[src/hw/rtl/rwts_div.sv]
// Pipelined restoring divider: one quotient bit per stage.
module rwts_div #(
  parameter int NumW = 32,
  parameter int DenW = 24,
  parameter int TagW = 8
) (
  input  logic            clk,
  input  logic            rst,
  input  logic            en,
  input  logic            in_valid,
  input  logic [NumW-1:0] num,
  input  logic [DenW-1:0] den,
  input  logic [TagW-1:0] in_tag,
  output logic            out_valid,
  output logic [NumW-1:0] quo,
  output logic [TagW-1:0] out_tag
);

  logic [NumW-1:0] rem_s [NumW+1];
  logic [NumW-1:0] q_s   [NumW+1];
  logic [NumW-1:0] n_s   [NumW+1];
  logic [DenW-1:0] d_s   [NumW+1];
  logic [TagW-1:0] t_s   [NumW+1];
  logic            v_s   [NumW+1];

  assign rem_s[0] = '0;
  assign q_s[0] = '0;
  assign n_s[0] = num;
  assign d_s[0] = den;
  assign t_s[0] = in_tag;
  assign v_s[0] = in_valid;

  for (genvar i = 0; i < NumW; i++) begin : g_stage
    logic [NumW:0] trial;
    logic [NumW:0] diff;
    assign trial = {rem_s[i], n_s[i][NumW-1-i]};
    assign diff = trial - {{(NumW+1-DenW){1'b0}}, d_s[i]};
    always_ff @(posedge clk) begin
      if (rst) begin
        v_s[i+1] <= 1'b0;
      end else if (en) begin
        v_s[i+1] <= v_s[i];
      end
    end
    always_ff @(posedge clk) begin
      if (en) begin
        if (!diff[NumW]) begin
          rem_s[i+1] <= diff[NumW-1:0];
          q_s[i+1] <= {q_s[i][NumW-2:0], 1'b1};
        end else begin
          rem_s[i+1] <= trial[NumW-1:0];
          q_s[i+1] <= {q_s[i][NumW-2:0], 1'b0};
        end
        n_s[i+1] <= n_s[i];
        d_s[i+1] <= d_s[i];
        t_s[i+1] <= t_s[i];
      end
    end
  end

  // A zero divisor gives all ones; callers handle it on their own.
  assign out_valid = v_s[NumW];
  assign quo = q_s[NumW];
  assign out_tag = t_s[NumW];

endmodule

[config.mk]
export PLATFORM = sky130hd
export DESIGN_NAME = rwts_div
export DESIGN_NICKNAME = d
export VERILOG_FILES = /design/src/hw/rtl/rwts_div.sv
export SDC_FILE = /design/constraint.sdc
export NUM_CORES = 2
export LEC_CHECK = 0
export BUFFER_PORTS_ARGS = -buffer_cell sky130_fd_sc_hd__buf_2
export CAP_MARGIN = 20
export CORE_ASPECT_RATIO = 0.6
export CORE_UTILIZATION = 25
export DETAILED_ROUTE_END_ITERATION = 7
export HOLD_SLACK_MARGIN = 0.06
export PLACE_DENSITY_LB_ADDON = 0.08
export SLEW_MARGIN = 20
export SYNTH_ARGS = -nofsm -noshare
export SYNTH_HDL_FRONTEND = slang
export SYNTH_SLANG_ARGS = --single-unit
[constraint.sdc]
create_clock -name clk -period 5.7 [get_ports clk]
set_clock_uncertainty 0.15 [all_clocks]
set_input_delay 0.855 -clock clk [delete_from_list [all_inputs] [get_ports clk]]
set_output_delay 0.855 -clock clk [all_outputs]
set_load 0.01 [all_outputs]
Word-level counts from Yosys, hierarchy flattened --
Cells that the tools add are included.
Word-level totals: bits in latches 0, word-level logic and storage cells 285, register bits after elaboration 3041, RAM bits 0, bits in read-only memories 0, memories kept 0, input bits 68, output and inout port bits 41
Operators by class: $mul 0, bitwise gates (word level) 0, magnitude comparators 0, shift-type cells 0, add/sub/neg operators 32, muxes and demuxes 63, div/mod/pow operators 0, reductions and logical operators 0, equal/unequal tests 0
Operators with widths (count):
- subtractor 33 x 24 -> 33 bit | 31
- two-way mux 32 bit | 30
- two-way mux 1 bit | 33
- subtractor 1 x 24 -> 25 bit | 1

Longest topological paths before layout --
word-level depth 2, mapped depth 17, gate-level depth less buffers 15

Least setup slack after synthesis --
OpenSTA, ideal clock, no wires.
path type register to register, start register n_s (netlist bit g_stage[1].trial[0]), end register rem_s (netlist bit g_stage[2].trial[17]) (data pin), path buffers 2, setup time 0.260 ns, stages on the path, launching flop included 18, data required time 5.290 ns, slack 1.942 ns, data arrival time 3.348 ns, cells stage by stage edfxtp_1 -> inv_1 -> ha_1 -> inv_1 -> fa_1 -> a21o_1 -> a21o_1 -> a21boi_0 -> o21ai_1 -> a21boi_0 -> o21ai_1 -> or4_1 -> and3_1 -> clkbuf_1 -> o21ai_2 -> a21oi_2 -> buf_2 -> mux2_2
On the way: longest elaborated chain between the ends 2
RTL lines:
- start: declaration | RTL line 21 | logic [NumW-1:0] n_s [NumW+1];
- start signal: indexed assignment | RTL line 54 | n_s[i+1] <= n_s[i];
- subtractor 33 x 24 -> 33 bit | RTL line 37 | assign diff = trial - {{(NumW+1-DenW){1'b0}}, d_s[i]};
- two-way mux 32 bit | RTL line 47 | if (!diff[NumW]) begin
- end signal: indexed assignment | RTL line 48 | rem_s[i+1] <= diff[NumW-1:0];
- end signal: indexed assignment | RTL line 51 | rem_s[i+1] <= trial[NumW-1:0];
- end: declaration | RTL line 19 | logic [NumW-1:0] rem_s [NumW+1];
Every way passes these cells. A chain may end at the register's enable or synchronous reset.

Final worst setup path --
start register rem_s (netlist bit g_stage[13].trial[9]), end register rem_s (netlist bit g_stage[14].trial[6]) (data pin)
On the way: longest elaborated chain between the ends 2
RTL lines (RTL line):
- subtractor 33 x 24 -> 33 bit | 37
- two-way mux 32 bit | 47
Every way passes these cells.

==> metrics.md <==
| Metric | Value |
|---|---|
| Post-CTS Setup Bufs | `0` |
| VDD IR max | `0.000217 V` |
| R2R cell count | `14` |
| Post-Syn Area | `142000 um^2` |
| #FFs+latches synth | `just over 3000` |
| Final instance area | `between 150000 and 200000 um^2` |
| GRT overflow | `0` |
| Worst Hold Class | `in -> reg` |
| WP data arrival | `5610 ps` |
| Hold Violations, Final | `0` |
| Synthesized area per cell | `~13 um^2` |
| Hold EP | `g_stage[1].trial[1]$_DFFE_PP_` |
| Hold Startpoint | `num[31]` |
| GP Congestion | `about 0.82` |
| Critical path's slowest cell | `o21ai_0` |
| Vias in the first global route | `between 80000 and 90000` |
| Cell leakage power | `between 60 and 70 nW` |
| Final min period | `between 5000 and 6000 ps` |
| PwrDens | `approximately 390 nW/um^2` |
| Vias per inst | `~4.4` |
| Reg2reg setup slack | `between 500 and 600 ps` |
| First-pass GRT wire length | `roughly 550 mm` |
| Worst Setup Start Kind | `flip-flop` |
| Vias | `85137` |
| Placed insts | `around 18000` |
| Initial antenna violation count | `14` |
| Area delta synth->final | `15.5%` |
| Num ports | `approximately 110` |
| Yosys warns | `0` |
| Hold Worst Slack | `about 180 ps` |
| Largest net degree at the start of global routing | `140` |
| Post-route DRC | `0` |
| Mapped Cells | `about 11000` |
| Reg2reg end | `g_stage[14].trial[6]$_DFFE_PP_` |
| Top layer in use | `met5` |
| Die X | `about 980 um` |
| CTS buffer count | `~340` |
| Hold path depth | `3` |
| CP Max Fanout | `21` |
| # rows | `approximately 210` |
| Average wire per standard cell | `about 19 um` |
| Wire length on met1 | `a little over 200 mm` |
| GRT Total Usage | `12.4%` |
| Clk Latency, worst-skew pair | `slightly above 900 ps` |
| Nets | `about 12000` |
| Maxcap violations | `0` |
| Status | `completed` |
| Critical Path End Type | `flip-flop` |
| DRC violation total after the first TritonRoute iteration | `~6900` |
| Number of flops mapped to enable cells by yosys | `~3000` |
| HPWL Detailed | `approximately 270 mm` |
| Worst setup path start | `g_stage[13].trial[9]$_DFFE_PP_` |
| Slew @ Worst Pin | `1130 ps` |
| Post-synth cell types | `100` |
| Root buffer cell | `clkbuf_16` |
| Largest stage delay on the critical path | `about 600 ps` |
| Clock Pin Slew Worst Setup and Hold Paths | `60 ps` |
| Share of cells above drive strength 1 | `just over 8%` |
| Starting Density | `25.1%` |
| Met2 routed WL | `138 mm` |
| Final setup violation count | `0` |
| Top_reg_cell synth | `edfxtp_1` |
| CTS tree | `yes` |
| DR WL met3 | `between 15 and 20 mm` |
| Most frequent CP cell | `buf_4` |
| Area post-placement | `153000 um^2` |
| Max Buffers Root-to-Sink | `4` |
| Reg2reg start | `g_stage[13].trial[9]$_DFFE_PP_` |
| Slew Viols, Final | `0` |
| Chip height | `around 590 um` |
| Final Power | `around 64 mW` |
| Proportion of synthesized chip area in sequential cells | `between 60 and 70%` |
| Final Instance Count excl. Fillers | `around 19000` |
| Drt total wl | `365 mm` |
| Post-Route Setup TNS | `0 ps` |
| Crit path required time | `about 6200 ps` |
| Critical path class | `reg -> reg` |
| FMAX | `a little under 200 MHz` |
| Async S/R FF share, synth | `0%` |
| Final Cycle Share | `90.2%` |
| Core region area | `around 570000 um^2` |
| # H-tree levels | `5` |
| DRT Pass-1 Iters | `6` |
| PortBufs | `108` |
| Die area | `roughly 570000 um^2` |
| DRT antenna net count | `0` |
| Clock Sink Count | `approximately 3000` |
| Max-slew headroom | `23.6%` |
| RSZ-0062 raised after global routing | `no` |
| CP cell instances | `ha_1 > a21o_1 > a21o_1 > a21oi_1 > nand2b_1 > o21ai_0 > buf_4 > a311oi_1 > a211o_1 > nor3_1 > xor2_4 > buf_4 > buf_4 > o21ai_0` |
[per-stage QoR]
stage,util [%],worst slack (ps)
finish,29.0,560
CTS,29.0,584
global placement,26.9,558
floorplan,-,1940
global route,29.0,298
detailed placement,26.9,628
[Yosys cell counts (all sizes together) (13+ instances only)]
master / number / area share [%]
edfxtp: 3009 / 64
inv: 952 / 2.5
nand2: 915 / 2.4
o21ai: 871 / 3.1
ha: 745 / 6.6
a21oi: 594 / 2.1
nor2: 472 / 1.2
xnor2: 425 / 2.7
xor2: 416 / 2.6
a21o: 316 / 1.7
nor3: 184 / 0.65
clkbuf: 162 / 0.43
mux2: 150 / 1.2
nand2b: 134 / 0.59
buf: 113 / 0.47
nor2b: 111 / 0.49
nand3: 108 / 0.38
o21a: 103 / 0.54
or3: 91 / 0.40
o21bai: 78 / 0.41
nand4: 76 / 0.33
o31ai: 74 / 0.39
nor4: 73 / 0.32
a31oi: 64 / 0.29
a211oi: 54 / 0.29
a21boi: 50 / 0.26
and3: 50 / 0.22
mux2i: 50 / 0.35
o211ai: 40 / 0.21
and2: 36 / 0.16
dfxtp: 32 / 0.45
fa: 30 / 0.42
or2: 29 / 0.13
or4: 29 / 0.16
a2111oi: 22 / 0.14
o41ai: 21 / 0.13
a311oi: 19 / 0.13
nand3b: 19 / 0.10
o31a: 19 / 0.12
a41oi: 18 / 0.12
nor3b: 18 / 0.095
nor4b: 17 / 0.11
a211o: 14 / 0.086
a31o: 14 / 0.086
a221oi: 13 / 0.089
[layer usage]
layer	global-route usage, %	vias to the layer above
li1	-	41164
met1	20.4	41858
met2	16.6	1645
met3	1.87	468
met4	2.40	2
met5	0	-
[logic make-up (layout without fill, tap and decap cells)]
| family | Yosys count | after routing | synth area share [%] |
|---|---|---|---|
| other | 1 | 19 | 0.00264 |
| flip-flops | 3041 | 3041 | 64.0 |
| multiplexers | 200 | 200 | 1.54 |
| buffers and inverters | 1227 | 1836 | 3.41 |
| AND/OR/NAND/NOR | 2392 | 2392 | 7.98 |
| AO/OA/AOI/OAI | 2496 | 2496 | 10.9 |
| adder cells (fa/ha/maj) | 775 | 775 | 6.98 |
| XOR/XNOR | 841 | 841 | 5.23 |
[state kept, by name (all words and copies together), names as in the netlist]
name	cells
d_s	744
out_valid	1
g_stage.trial	1016
v_s	31
q_s	496
n_s	465
quo	32
out_tag	8
t_s	248
[how the worst max path moves through the flow]
stage / endpoint / slack (ps) / cells past startpoint
2_1_floorplan: g_stage[2].trial[17]$_DFFE_PP_ / 1940 / 17
3_3_place_gp: g_stage[14].trial[31]$_DFFE_PP_ / 560 / 15
3_5_place_dp: g_stage[14].trial[6]$_DFFE_PP_ / 630 / 14
4_1_cts: g_stage[14].trial[6]$_DFFE_PP_ / 580 / 15
5_1_grt: g_stage[14].trial[31]$_DFFE_PP_ / 300 / 15
6_report: g_stage[14].trial[6]$_DFFE_PP_ / 560 / 14
[layout by cell type (no fill, tap or decap), drive strengths merged, types with 108 or more instances in the layout]
cell type  netlist  final
edfxtp        3009   3009
inv            952    964
nand2          915    915
o21ai          871    871
ha             745    745
a21oi          594    594
nor2           472    472
clkbuf         162    432
xnor2          425    425
xor2           416    416
a21o           316    316
buf            113    215
nor3           184    184
mux2           150    150
nand2b         134    134
clkinv           0    113
nor2b          111    111
nand3          108    108
[cell type report]
cell class	instances	area, um^2
fillers	57049	402000
flip-flops and latches	3041	91000
multi-input cells	6716	46800
well taps	7560	9460
clock buffers	432	9090
inverters	952	3570
repair buffers	279	2370
clock inverters	173	1980
diodes	7	17.5
[what timing repair did]
item                      4_1_cts  5_1_grt
hold endpoints to repair       64        0
hold buffers                   64        0
resized for setup               0        0
[worst max-delay path: cells and delay by family (launching register included)]
family	cells	cell delay, ps
and+or+nand+nor	2	520
xor gates and xnor gates	1	430
DFF	1	410
AOI/OAI and AO/OA	7	1960
adders and majority gates	1	440
buffers and inverters	3	910
[power by group]
part / switching (mW) / internal (mW) / total, mW
Clock: 9.54 / 12.8 / 22.4
Sequential: 1.83 / 27.5 / 29.4
Combinational: 7.58 / 5.19 / 12.8
Total: 19.0 / 45.5 / 64.5
No activity file was read; power rests on OpenSTA's default activity.
